### config.mk
export PLATFORM = sky130hd
export DESIGN_NAME = sorted_coordinate_set_core_flat
export DESIGN_NICKNAME = d
export VERILOG_FILES = /design/src/rtl/scs_pkg.sv /design/src/rtl/scs_if.sv /design/src/rtl/scs_ram.sv /design/src/rtl/scs_ctrl.sv /design/src/rtl/scs_datapath.sv /design/src/rtl/sorted_coordinate_set_core.sv /design/src/flat_wrapper.sv
export SDC_FILE = /design/constraint.sdc
export NUM_CORES = 1
export LEC_CHECK = 0
export ABC_AREA = 1
export ABC_CLOCK_PERIOD_IN_PS = 6940
export BUFFER_PORTS_ARGS = -buffer_cell sky130_fd_sc_hd__buf_2
export CORE_MARGIN = 2
export CORE_UTILIZATION = 61
export CTS_CLUSTER_SIZE = 40
export DETAILED_ROUTE_END_ITERATION = 8
export GPL_ROUTABILITY_DRIVEN = 0
export PLACE_DENSITY = 0.77
export SETUP_SLACK_MARGIN = 0.4
export SYNTH_ARGS = -nofsm -noshare
export SYNTH_HDL_FRONTEND = slang
export SYNTH_SLANG_ARGS = --single-unit
### constraint.sdc
create_clock -name clk -period 6.94 [get_ports clk]
set_clock_uncertainty 0.1 [all_clocks]
set_input_delay 1.041 -clock clk [delete_from_list [all_inputs] [get_ports clk]]
set_output_delay 1.041 -clock clk [all_outputs]
set_load 0.05 [all_outputs]
### src/rtl/scs_pkg.sv
// ============================================================================
// scs_pkg: shared definitions for the sorted coordinate set
// Sizes, action and status codes, and the command and status bundles that
// pass between the controller and the datapath.
// ============================================================================
package scs_pkg;

    // Table size and the widths that follow from it.
    localparam int CAPACITY  = 64;
    localparam int IDX_W     = (CAPACITY > 2) ? $clog2(CAPACITY) : 1;
    localparam int CNT_W     = $clog2(CAPACITY + 1);

    // Fixed field widths of the beats.
    localparam int COORD_W   = 8;
    localparam int KEY_W     = 2 * COORD_W;
    localparam int ACTION_W  = 2;
    localparam int STATUS_W  = 3;
    localparam int OUT_IDX_W = 7;

    typedef logic [ACTION_W-1:0] action_t;
    typedef logic [KEY_W-1:0]    key_t;
    typedef logic [IDX_W-1:0]    index_t;
    typedef logic [CNT_W-1:0]    count_t;

    localparam action_t ACT_CLEAR  = 2'd0;
    localparam action_t ACT_INSERT = 2'd1;
    localparam action_t ACT_LOOKUP = 2'd2;

    typedef enum logic [STATUS_W-1:0] {
        ST_CLEARED   = 3'd0,
        ST_INSERTED  = 3'd1,
        ST_DUPLICATE = 3'd2,
        ST_FULL      = 3'd3,
        ST_LOOKUP    = 3'd4
    } status_t;

    // Commands from the controller to the datapath.
    typedef struct packed {
        logic load;      // take a new input beat
        logic probe;     // read the table at the search midpoint
        logic compare;   // compare the key with the probed entry
        logic decide;    // search finished: settle the result code
        logic shift_rd;  // read the entry below the shift pointer
        logic shift_wr;  // write it one place up
        logic final_wr;  // write the new key and bump the count
        logic out_load;  // load the result register
    } scs_cmd_t;

    // Status from the datapath to the controller.
    typedef struct packed {
        logic search_open;
        logic insert_ok;
        logic shift_more;
    } scs_stat_t;

endpackage

### src/rtl/scs_if.sv
// ============================================================================
// scs_if: handshake channels of the sorted coordinate set
// One interface for the request beats and one for the result beats.
// ============================================================================
interface scs_in_if;
    import scs_pkg::*;

    logic    valid;
    logic    ready;
    action_t action;
    logic [COORD_W-1:0] key_x;
    logic [COORD_W-1:0] key_y;

    modport source (output valid, output action, output key_x, output key_y,
                    input ready);
    modport sink   (input valid, input action, input key_x, input key_y,
                    output ready);
endinterface

interface scs_out_if;
    import scs_pkg::*;

    logic                 valid;
    logic                 ready;
    logic [STATUS_W-1:0]  status;
    logic                 found;
    logic [OUT_IDX_W-1:0] position;
    logic [OUT_IDX_W-1:0] entry_count;

    modport source (output valid, output status, output found, output position,
                    output entry_count, input ready);
    modport sink   (input valid, input status, input found, input position,
                    input entry_count, output ready);
endinterface

### src/rtl/scs_ram.sv
// ============================================================================
// scs_ram: generic simple dual-port RAM
// One write port and one read port with registered read data.
// ============================================================================
module scs_ram #(
    parameter int WIDTH = 16,
    parameter int DEPTH = 64
) (
    input  logic                         clk,
    input  logic                         wr_en,
    input  logic [$clog2(DEPTH > 1 ? DEPTH : 2)-1:0] wr_addr,
    input  logic [WIDTH-1:0]             wr_data,
    input  logic                         rd_en,
    input  logic [$clog2(DEPTH > 1 ? DEPTH : 2)-1:0] rd_addr,
    output logic [WIDTH-1:0]             rd_data
);
    logic [WIDTH-1:0] mem [DEPTH];

    always_ff @(posedge clk)
    begin
        if (wr_en)
        begin
            mem[wr_addr] <= wr_data;
        end
        if (rd_en)
        begin
            rd_data <= mem[rd_addr];
        end
    end
endmodule

### src/rtl/scs_ctrl.sv
// ============================================================================
// scs_ctrl: sequencer of the sorted coordinate set
// Steps the binary search, the upward shift of an insert and the hand-off
// of the result to the output register.
// ============================================================================
module scs_ctrl
    import scs_pkg::*;
(
    input  logic      clk,
    input  logic      rst_n,
    input  logic      in_valid,
    output logic      in_ready,
    output logic      out_valid,
    input  logic      out_ready,
    output scs_cmd_t  cmd,
    input  scs_stat_t stat
);
    typedef enum logic [5:0] {
        S_IDLE     = 6'b000001,
        S_PROBE    = 6'b000010,
        S_COMPARE  = 6'b000100,
        S_SHIFT_RD = 6'b001000,
        S_SHIFT_WR = 6'b010000,
        S_FINISH   = 6'b100000
    } state_t;

    state_t state_reg, state_next;
    logic   out_valid_reg, out_valid_next;

    always_comb
    begin
        cmd        = '0;
        in_ready   = 1'b0;
        state_next = state_reg;
        unique case (state_reg)
            S_IDLE:
            begin
                in_ready = 1'b1;
                if (in_valid)
                begin
                    cmd.load   = 1'b1;
                    state_next = S_PROBE;
                end
            end
            S_PROBE:
            begin
                if (stat.search_open)
                begin
                    cmd.probe  = 1'b1;
                    state_next = S_COMPARE;
                end
                else
                begin
                    cmd.decide = 1'b1;
                    state_next = stat.insert_ok ? S_SHIFT_RD : S_FINISH;
                end
            end
            S_COMPARE:
            begin
                cmd.compare = 1'b1;
                state_next  = S_PROBE;
            end
            S_SHIFT_RD:
            begin
                if (stat.shift_more)
                begin
                    cmd.shift_rd = 1'b1;
                    state_next   = S_SHIFT_WR;
                end
                else
                begin
                    cmd.final_wr = 1'b1;
                    state_next   = S_FINISH;
                end
            end
            S_SHIFT_WR:
            begin
                cmd.shift_wr = 1'b1;
                state_next   = S_SHIFT_RD;
            end
            S_FINISH:
            begin
                if (!out_valid_reg || out_ready)
                begin
                    cmd.out_load = 1'b1;
                    state_next   = S_IDLE;
                end
            end
            default:
            begin
                state_next = S_IDLE;
            end
        endcase
    end

    always_comb
    begin
        if (cmd.out_load)
        begin
            out_valid_next = 1'b1;
        end
        else if (out_ready)
        begin
            out_valid_next = 1'b0;
        end
        else
        begin
            out_valid_next = out_valid_reg;
        end
    end

    always_ff @(posedge clk or negedge rst_n)
    begin
        if (!rst_n)
        begin
            state_reg     <= S_IDLE;
            out_valid_reg <= 1'b0;
        end
        else
        begin
            state_reg     <= state_next;
            out_valid_reg <= out_valid_next;
        end
    end

    assign out_valid = out_valid_reg;

    // A compare always uses the read issued by the probe just before it.
    a_compare_after_probe: assert property (@(posedge clk) disable iff (!rst_n)
        state_reg == S_COMPARE |-> $past(state_reg) == S_PROBE)
        else $error("compare step without a preceding probe");

    // A finished item never leaves a result behind unloaded.
    a_finish_loads: assert property (@(posedge clk) disable iff (!rst_n)
        (state_reg == S_FINISH && out_ready) |=> (state_reg == S_IDLE && out_valid_reg))
        else $error("result not handed over on leaving finish");
endmodule

### src/rtl/scs_datapath.sv
// ============================================================================
// scs_datapath: key table and search registers
// Holds the sorted key memory, the search bounds, the count and the result.
// ============================================================================
module scs_datapath
    import scs_pkg::*;
(
    input  logic                 clk,
    input  logic                 rst_n,
    input  scs_cmd_t             cmd,
    output scs_stat_t            stat,
    input  action_t              action,
    input  logic [COORD_W-1:0]   key_x,
    input  logic [COORD_W-1:0]   key_y,
    output logic [STATUS_W-1:0]  status,
    output logic                 found,
    output logic [OUT_IDX_W-1:0] position,
    output logic [OUT_IDX_W-1:0] entry_count
);
    action_t action_reg;
    key_t    key_reg;
    count_t  lo_reg, hi_reg, ptr_reg, count_reg;
    logic    hit_reg;
    status_t status_reg;

    status_t              res_status_reg;
    logic                 res_found_reg;
    logic [OUT_IDX_W-1:0] res_position_reg;
    logic [OUT_IDX_W-1:0] res_count_reg;

    logic [CNT_W:0] mid_sum;
    count_t         mid;
    index_t         rd_addr, wr_addr;
    key_t           wr_data, rd_data;
    logic           rd_en, wr_en;
    logic           is_full;

    assign mid_sum = {1'b0, lo_reg} + {1'b0, hi_reg};
    assign mid     = count_t'(mid_sum >> 1);
    assign is_full = (count_reg >= count_t'(CAPACITY));

    assign stat.search_open = (lo_reg < hi_reg) && !hit_reg;
    assign stat.insert_ok   = (action_reg == ACT_INSERT) && !hit_reg && !is_full;
    assign stat.shift_more  = (ptr_reg > lo_reg);

    // Memory ports: search probes and shift reads share the read port.
    assign rd_en   = cmd.probe || cmd.shift_rd;
    assign rd_addr = cmd.probe ? index_t'(mid) : index_t'(ptr_reg - 1'b1);
    assign wr_en   = cmd.shift_wr || cmd.final_wr;
    assign wr_addr = cmd.final_wr ? index_t'(lo_reg) : index_t'(ptr_reg);
    assign wr_data = cmd.final_wr ? key_reg : rd_data;

    scs_ram #(
        .WIDTH (KEY_W),
        .DEPTH (CAPACITY)
    ) u_key_ram (
        .clk     (clk),
        .wr_en   (wr_en),
        .wr_addr (wr_addr),
        .wr_data (wr_data),
        .rd_en   (rd_en),
        .rd_addr (rd_addr),
        .rd_data (rd_data)
    );

    always_ff @(posedge clk or negedge rst_n)
    begin
        if (!rst_n)
        begin
            count_reg <= '0;
        end
        else if (cmd.load && action == ACT_CLEAR)
        begin
            count_reg <= '0;
        end
        else if (cmd.final_wr)
        begin
            count_reg <= count_reg + 1'b1;
        end
    end

    always_ff @(posedge clk)
    begin
        if (cmd.load)
        begin
            action_reg <= action;
            key_reg    <= {key_y, key_x};
            lo_reg     <= '0;
            hi_reg     <= (action == ACT_CLEAR) ? count_t'(0) : count_reg;
            hit_reg    <= 1'b0;
        end
        if (cmd.compare)
        begin
            if (key_reg < rd_data)
            begin
                hi_reg <= mid;
            end
            else if (key_reg > rd_data)
            begin
                lo_reg <= mid + 1'b1;
            end
            else
            begin
                hit_reg <= 1'b1;
                lo_reg  <= mid;
            end
        end
        if (cmd.decide)
        begin
            ptr_reg <= count_reg;
            priority if (action_reg == ACT_CLEAR)
            begin
                status_reg <= ST_CLEARED;
            end
            else if (action_reg == ACT_INSERT)
            begin
                status_reg <= hit_reg ? ST_DUPLICATE : (is_full ? ST_FULL : ST_INSERTED);
            end
            else
            begin
                status_reg <= ST_LOOKUP;
            end
        end
        if (cmd.shift_wr)
        begin
            ptr_reg <= ptr_reg - 1'b1;
        end
        if (cmd.out_load)
        begin
            res_status_reg   <= status_reg;
            res_found_reg    <= hit_reg;
            res_position_reg <= OUT_IDX_W'(lo_reg);
            res_count_reg    <= OUT_IDX_W'(count_reg);
        end
    end

    assign status      = res_status_reg;
    assign found       = res_found_reg;
    assign position    = res_position_reg;
    assign entry_count = res_count_reg;

    a_count_bound: assert property (@(posedge clk) disable iff (!rst_n)
        count_reg <= count_t'(CAPACITY))
        else $error("key count beyond capacity");

    a_insert_grows: assert property (@(posedge clk) disable iff (!rst_n)
        cmd.final_wr |=> count_reg == count_t'($past(count_reg) + 1'b1))
        else $error("insert did not grow the count by one");

    a_probe_in_range: assert property (@(posedge clk) disable iff (!rst_n)
        cmd.probe |-> (mid < count_reg && lo_reg < hi_reg))
        else $error("search probe outside the held entries");
endmodule

### src/rtl/sorted_coordinate_set_core.sv
// ============================================================================
// sorted_coordinate_set_core: sorted set of (x,y) byte coordinates
// Top level joining the sequencer and the datapath to the two channels.
// ============================================================================
// The block keeps up to CAPACITY unique keys (64 as built) in a RAM, sorted
// by y and then x, and answers one request beat with exactly one result
// beat. It works on one request at a time. A clear goes straight from the
// decide step to the finish state; a lookup, a rejected insert or a
// duplicate first runs its binary search steps (at most 7 with 64 entries),
// since each step issues one read of the key RAM and then compares its
// registered data; a successful insert then shifts the m entries above
// the insertion point up one place, moving one entry per read
// and write pair through the single read port. The result sits in an
// output register, so a new request is taken while an earlier result still
// waits for its consumer; a further result waits only if that register is
// still full. The key RAM needs no clearing after reset: only entries below
// the count are ever read.
module sorted_coordinate_set_core
    import scs_pkg::*;
(
    input  logic        clk,
    input  logic        rst_n,
    scs_in_if.sink      in_ch,
    scs_out_if.source   out_ch
);
    scs_cmd_t  cmd;
    scs_stat_t stat;

    // The sequencer owns both handshakes; the datapath owns the payload.
    scs_ctrl u_ctrl (
        .clk       (clk),
        .rst_n     (rst_n),
        .in_valid  (in_ch.valid),
        .in_ready  (in_ch.ready),
        .out_valid (out_ch.valid),
        .out_ready (out_ch.ready),
        .cmd       (cmd),
        .stat      (stat)
    );

    // Key table, search bounds, count and the result register.
    scs_datapath u_datapath (
        .clk         (clk),
        .rst_n       (rst_n),
        .cmd         (cmd),
        .stat        (stat),
        .action      (in_ch.action),
        .key_x       (in_ch.key_x),
        .key_y       (in_ch.key_y),
        .status      (out_ch.status),
        .found       (out_ch.found),
        .position    (out_ch.position),
        .entry_count (out_ch.entry_count)
    );
endmodule

### src/flat_wrapper.sv
// flat-port wrapper written by rule: the top's interface ports become plain ports
module sorted_coordinate_set_core_flat import scs_pkg::*;
  (clk, rst_n, in_ch_valid, in_ch_action, in_ch_key_x, in_ch_key_y, in_ch_ready, out_ch_valid, out_ch_status, out_ch_found, out_ch_position, out_ch_entry_count, out_ch_ready);
  scs_in_if in_ch_i ();
  scs_out_if out_ch_i ();
  input  logic clk;
  input  logic rst_n;
  input wire logic [$bits(in_ch_i.valid)-1:0] in_ch_valid;
  input wire logic [$bits(in_ch_i.action)-1:0] in_ch_action;
  input wire logic [$bits(in_ch_i.key_x)-1:0] in_ch_key_x;
  input wire logic [$bits(in_ch_i.key_y)-1:0] in_ch_key_y;
  output wire logic [$bits(in_ch_i.ready)-1:0] in_ch_ready;
  output wire logic [$bits(out_ch_i.valid)-1:0] out_ch_valid;
  output wire logic [$bits(out_ch_i.status)-1:0] out_ch_status;
  output wire logic [$bits(out_ch_i.found)-1:0] out_ch_found;
  output wire logic [$bits(out_ch_i.position)-1:0] out_ch_position;
  output wire logic [$bits(out_ch_i.entry_count)-1:0] out_ch_entry_count;
  input wire logic [$bits(out_ch_i.ready)-1:0] out_ch_ready;
  assign in_ch_i.valid = in_ch_valid;
  assign in_ch_i.action = in_ch_action;
  assign in_ch_i.key_x = in_ch_key_x;
  assign in_ch_i.key_y = in_ch_key_y;
  assign in_ch_ready = in_ch_i.ready;
  assign out_ch_valid = out_ch_i.valid;
  assign out_ch_status = out_ch_i.status;
  assign out_ch_found = out_ch_i.found;
  assign out_ch_position = out_ch_i.position;
  assign out_ch_entry_count = out_ch_i.entry_count;
  assign out_ch_i.ready = out_ch_ready;
  sorted_coordinate_set_core u_core (.clk(clk), .rst_n(rst_n), .in_ch(in_ch_i), .out_ch(out_ch_i));
endmodule
==> flow_metrics.env <==
export IMPL_status="finished clean"
export IMPL_syn_to_final_growth_pct=9.755
export IMPL_p_sw_mw=7.575
export IMPL_synthMuxAreaShare_pct=0
export IMPL_nets=4936
export IMPL_p_clk_share_pct=27.3
export IMPL_synth_compound_area_share_pct=1.197
export IMPL_postLayoutCellArea_um2=54480
export IMPL_cts_buffer_depth=3
export IMPL_cts_resized_gates=0
export IMPL_synth_cells=4831
export IMPL_synth_top_family_by_area="simple AND/OR/NAND/NOR gates"
export IMPL_grt_busiest_layer="met2"
export IMPL_syn_area_um2=49640
export IMPL_synthSimpleGateAreaFrac_pct=20.72
export IMPL_overflow=0
export IMPL_io_pin_count=42
export IMPL_drc=0
export IMPL_rr_endpoint="u_core.u_datapath.u_key_ram.rd_data[14]"
export IMPL_finalCritPeriodShare_pct=69.98
export IMPL_core_um2=80550
export IMPL_ctsHoldBuffers=0
export IMPL_synthAdderAreaFrac_pct=0.9982
export IMPL_slowest_delay_ns=0.72
export IMPL_yosysWarnings=0
export IMPL_place_area_um2=51160
export IMPL_h_tree_depth=3
export IMPL_timing_critical_path_cells="ha_1, nand2_1, inv_1, a21oi_4, nand3_4, nand2_2, buf_4, nand2_8, buf_4, nand2_1, nand2_1, nand2_1, nand3_1, nand3_1, nand3_1, nand3_1, nand2_1"
export IMPL_cts_buffers=108
export IMPL_syn_avg_cell_area_um2=10.28
export IMPL_regToRegStartpoint="u_core.u_datapath.lo_reg[5]"
export IMPL_startpoint_type="flop"
export IMPL_initial_utilization_pct=61.63
export IMPL_synthXorXnorAreaFrac_pct=0.2823
export IMPL_drt_iter0_markers=4906
export IMPL_multiInputGateArea_um2=11790
export IMPL_tritoncts="done"
export IMPL_setup_viol=0
export IMPL_powerDensity_nw_per_um2=373.4
export IMPL_power_internal_mw=12.77
export IMPL_drt_wirelength_per_cell_um=21.51
export IMPL_grt_pass1_wl_um=195300
export IMPL_die_w_um=289.3
export IMPL_min_period_ns=4.856
export IMPL_worstSetupPathType="flop to flop"
export IMPL_diodes=0
export IMPL_largest_register_ff_count=1024
export IMPL_antenna_found_initial=0
export IMPL_p_leak_nw=23.09
export IMPL_yosysSeqAreaShare_pct=67.01
export IMPL_grtUsageMet3_pct=6.535
export IMPL_rows=104
export IMPL_synth_fp_nets=4892
export IMPL_cts_sinks=1115
export IMPL_pre_cts_ws_ns=2.338
export IMPL_routed_wl_um=129500
export IMPL_switching_share_pct=37.24
export IMPL_min_path_type="primary input to asynchronous set/reset pin"
export IMPL_synth_seq_cells=1115
export IMPL_rsz0062_at_grt="no"
export IMPL_cp_buffers_inverters=3
export IMPL_grt_pass1_vias=33180
export IMPL_timing_final_ws_setup_ns=2.084
export IMPL_hold_viol=0
export IMPL_final_common_cell="nand2_1"
export IMPL_via_count=34970
export IMPL_worst_r2r_setup_slack_ns=2.08
export IMPL_drv_cap=0
export IMPL_critPathMaxFanout=150
export IMPL_insertion_delay_ns=0.69
export IMPL_sequentialPowerShare_pct=40.1
export IMPL_ir_worst_vdd_mv=0.2442
export IMPL_synthArstFlopShare_pct=1.256
export IMPL_synth_edff_count=1086
export IMPL_fp_dieH_um=289.3
export IMPL_grt_met1_usage_pct=42.30
export IMPL_path_common_cell="nand2_1"
export IMPL_grt_usage_pct=31.14
export IMPL_grt_max_degree=151
export IMPL_clk_pin_slew_ns=0.07
export IMPL_relSlewSlack_pct=17.97
export IMPL_ys_types=43
export IMPL_setup_tns_ns=0
export IMPL_worstMarginPinSlew_ns=1.218
export IMPL_critPathSlowestCell="nand2_8"
export IMPL_use_met2_pct=48.14
export IMPL_nFillCells=5595
export IMPL_numPortBuffers=41
export IMPL_max_freq_mhz=205.9
export IMPL_cp_arrival_ns=5.19
export IMPL_final_cell_mix="nand2_1 (1312), edfxtp_1 (1086), nand3_1 (944)"
export IMPL_ant_nets=0
export IMPL_endpoint_kind="flop"
export IMPL_cts_root_buffer="clkbuf_16"
export IMPL_synth_ff_type="edfxtp_1"
export IMPL_die_area_um2=83670
export IMPL_cts_setup_buffers=0
export IMPL_hpwl_um=74050
export IMPL_regArea_um2=33260
export IMPL_p_comb_share_pct=32.6
export IMPL_cp_top_family="simple AND/OR/NAND/NOR gates"
export IMPL_drv_slew=0
export IMPL_layout_drive_gt1_share_pct=7.079
export IMPL_worstRegToRegCells=17
export IMPL_vias_per_cell=5.810
export IMPL_dr_pass1_iters=6
export IMPL_cp_required_ns=7.27
layout make-up:
class | instances | area share [%]
clock buffers | 141 | 5.342
clock inverters | 52 | 0.7464
inverters | 935 | 6.447
multi-input cells | 2550 | 21.64
flip-flops and latches | 1115 | 61.05
well taps | 1060 | 2.434
repair buffers | 165 | 2.338
worst reg2reg max path: stages, from the launching register on:
cell	delay (ns)
dfxtp_1	0.45
ha_1	0.32
nand2_1	0.13
inv_1	0.08
a21oi_4	0.24
nand3_4	0.21
nand2_2	0.11
buf_4	0.47
nand2_8	0.74
buf_4	0.69
nand2_1	0.15
nand2_1	0.07
nand2_1	0.06
nand3_1	0.08
nand3_1	0.14
nand3_1	0.18
nand3_1	0.30
nand2_1	0.09
cell usage after synthesis, drive strengths merged (2+ instances only):
cell | number | share of area, %
nand2 | 1318 | 10
edfxtp | 1086 | 66
nand3 | 945 | 9.6
inv | 934 | 7.1
buf | 204 | 2.5
nor2 | 91 | 0.71
o21ai | 62 | 0.66
ha | 38 | 0.96
clkbuf | 27 | 0.20
a21oi | 18 | 0.20
nand4 | 16 | 0.20
dfxtp | 15 | 0.60
dfrtp | 13 | 0.66
xor2 | 13 | 0.23
nor3 | 11 | 0.12
o211ai | 10 | 0.15
nor4 | 9 | 0.11
o31ai | 3 | 0.045
xnor2 | 3 | 0.053
a31oi | 2 | 0.025
o22ai | 2 | 0.025
or2 | 2 | 0.025
per-layer routing:
layer	share of wire, %	vias up
li1	-	15810
met1	37	16530
met2	46	2263
met5	0	-
met4	5.0	0
met3	12	360
per-stage QoR:
step	util [%]	std cells	hold WS, ns	power, mW
2_1_floorplan	-	4831	0.3003	12.56
3_5_place_dp	63.52	5825	0.3079	14.69
4_1_cts	67.64	6018	0.1394	20.19
5_1_grt	67.64	6018	0.1791	21.09
3_3_place_gp	63.52	5825	0.3003	14.54
6_report	67.64	6018	0.1493	20.34
kinds of logic after synthesis:
kind of cell,Yosys count
AOI/OAI and AO/OA,102
xor gates and xnor gates,16
adders and majority gates,39
buffers and inverters,1166
DFF,1115
and+or+nand+nor,2393
how the worst max path moves through the flow:
| stage | startpoint | endpoint | slack, ns | depth (start not counted) |
|---|---|---|---|---|
| floorplan | u_core.u_datapath.lo_reg[1] | u_core.u_datapath.u_key_ram.mem[0][15] | 1.86 | 12 |
| global placement | u_core.u_datapath.hi_reg[6] | u_core.u_datapath.u_key_ram.rd_data[14] | 2.44 | 18 |
| detailed placement | u_core.u_datapath.lo_reg[5] | u_core.u_datapath.u_key_ram.rd_data[14] | 2.34 | 17 |
| CTS | u_core.u_datapath.lo_reg[5] | u_core.u_datapath.u_key_ram.rd_data[14] | 2.30 | 17 |
| global route | u_core.u_datapath.hi_reg[6] | u_core.u_datapath.u_key_ram.rd_data[14] | 1.99 | 18 |
| finish | u_core.u_datapath.lo_reg[5] | u_core.u_datapath.u_key_ram.rd_data[14] | 2.08 | 17 |
power by group through the flow:
stage | registers (mW) | logic (mW) | clock network [mW]
floorplan | 8.34 | 4.22 | 0
global placement | 8.29 | 6.25 | 0
detailed placement | 8.29 | 6.40 | 0
CTS | 8.16 | 6.45 | 5.58
global route | 8.17 | 7.07 | 5.84
finish | 8.17 | 6.62 | 5.55
Note: power is estimated with default switching activity, not from simulation.
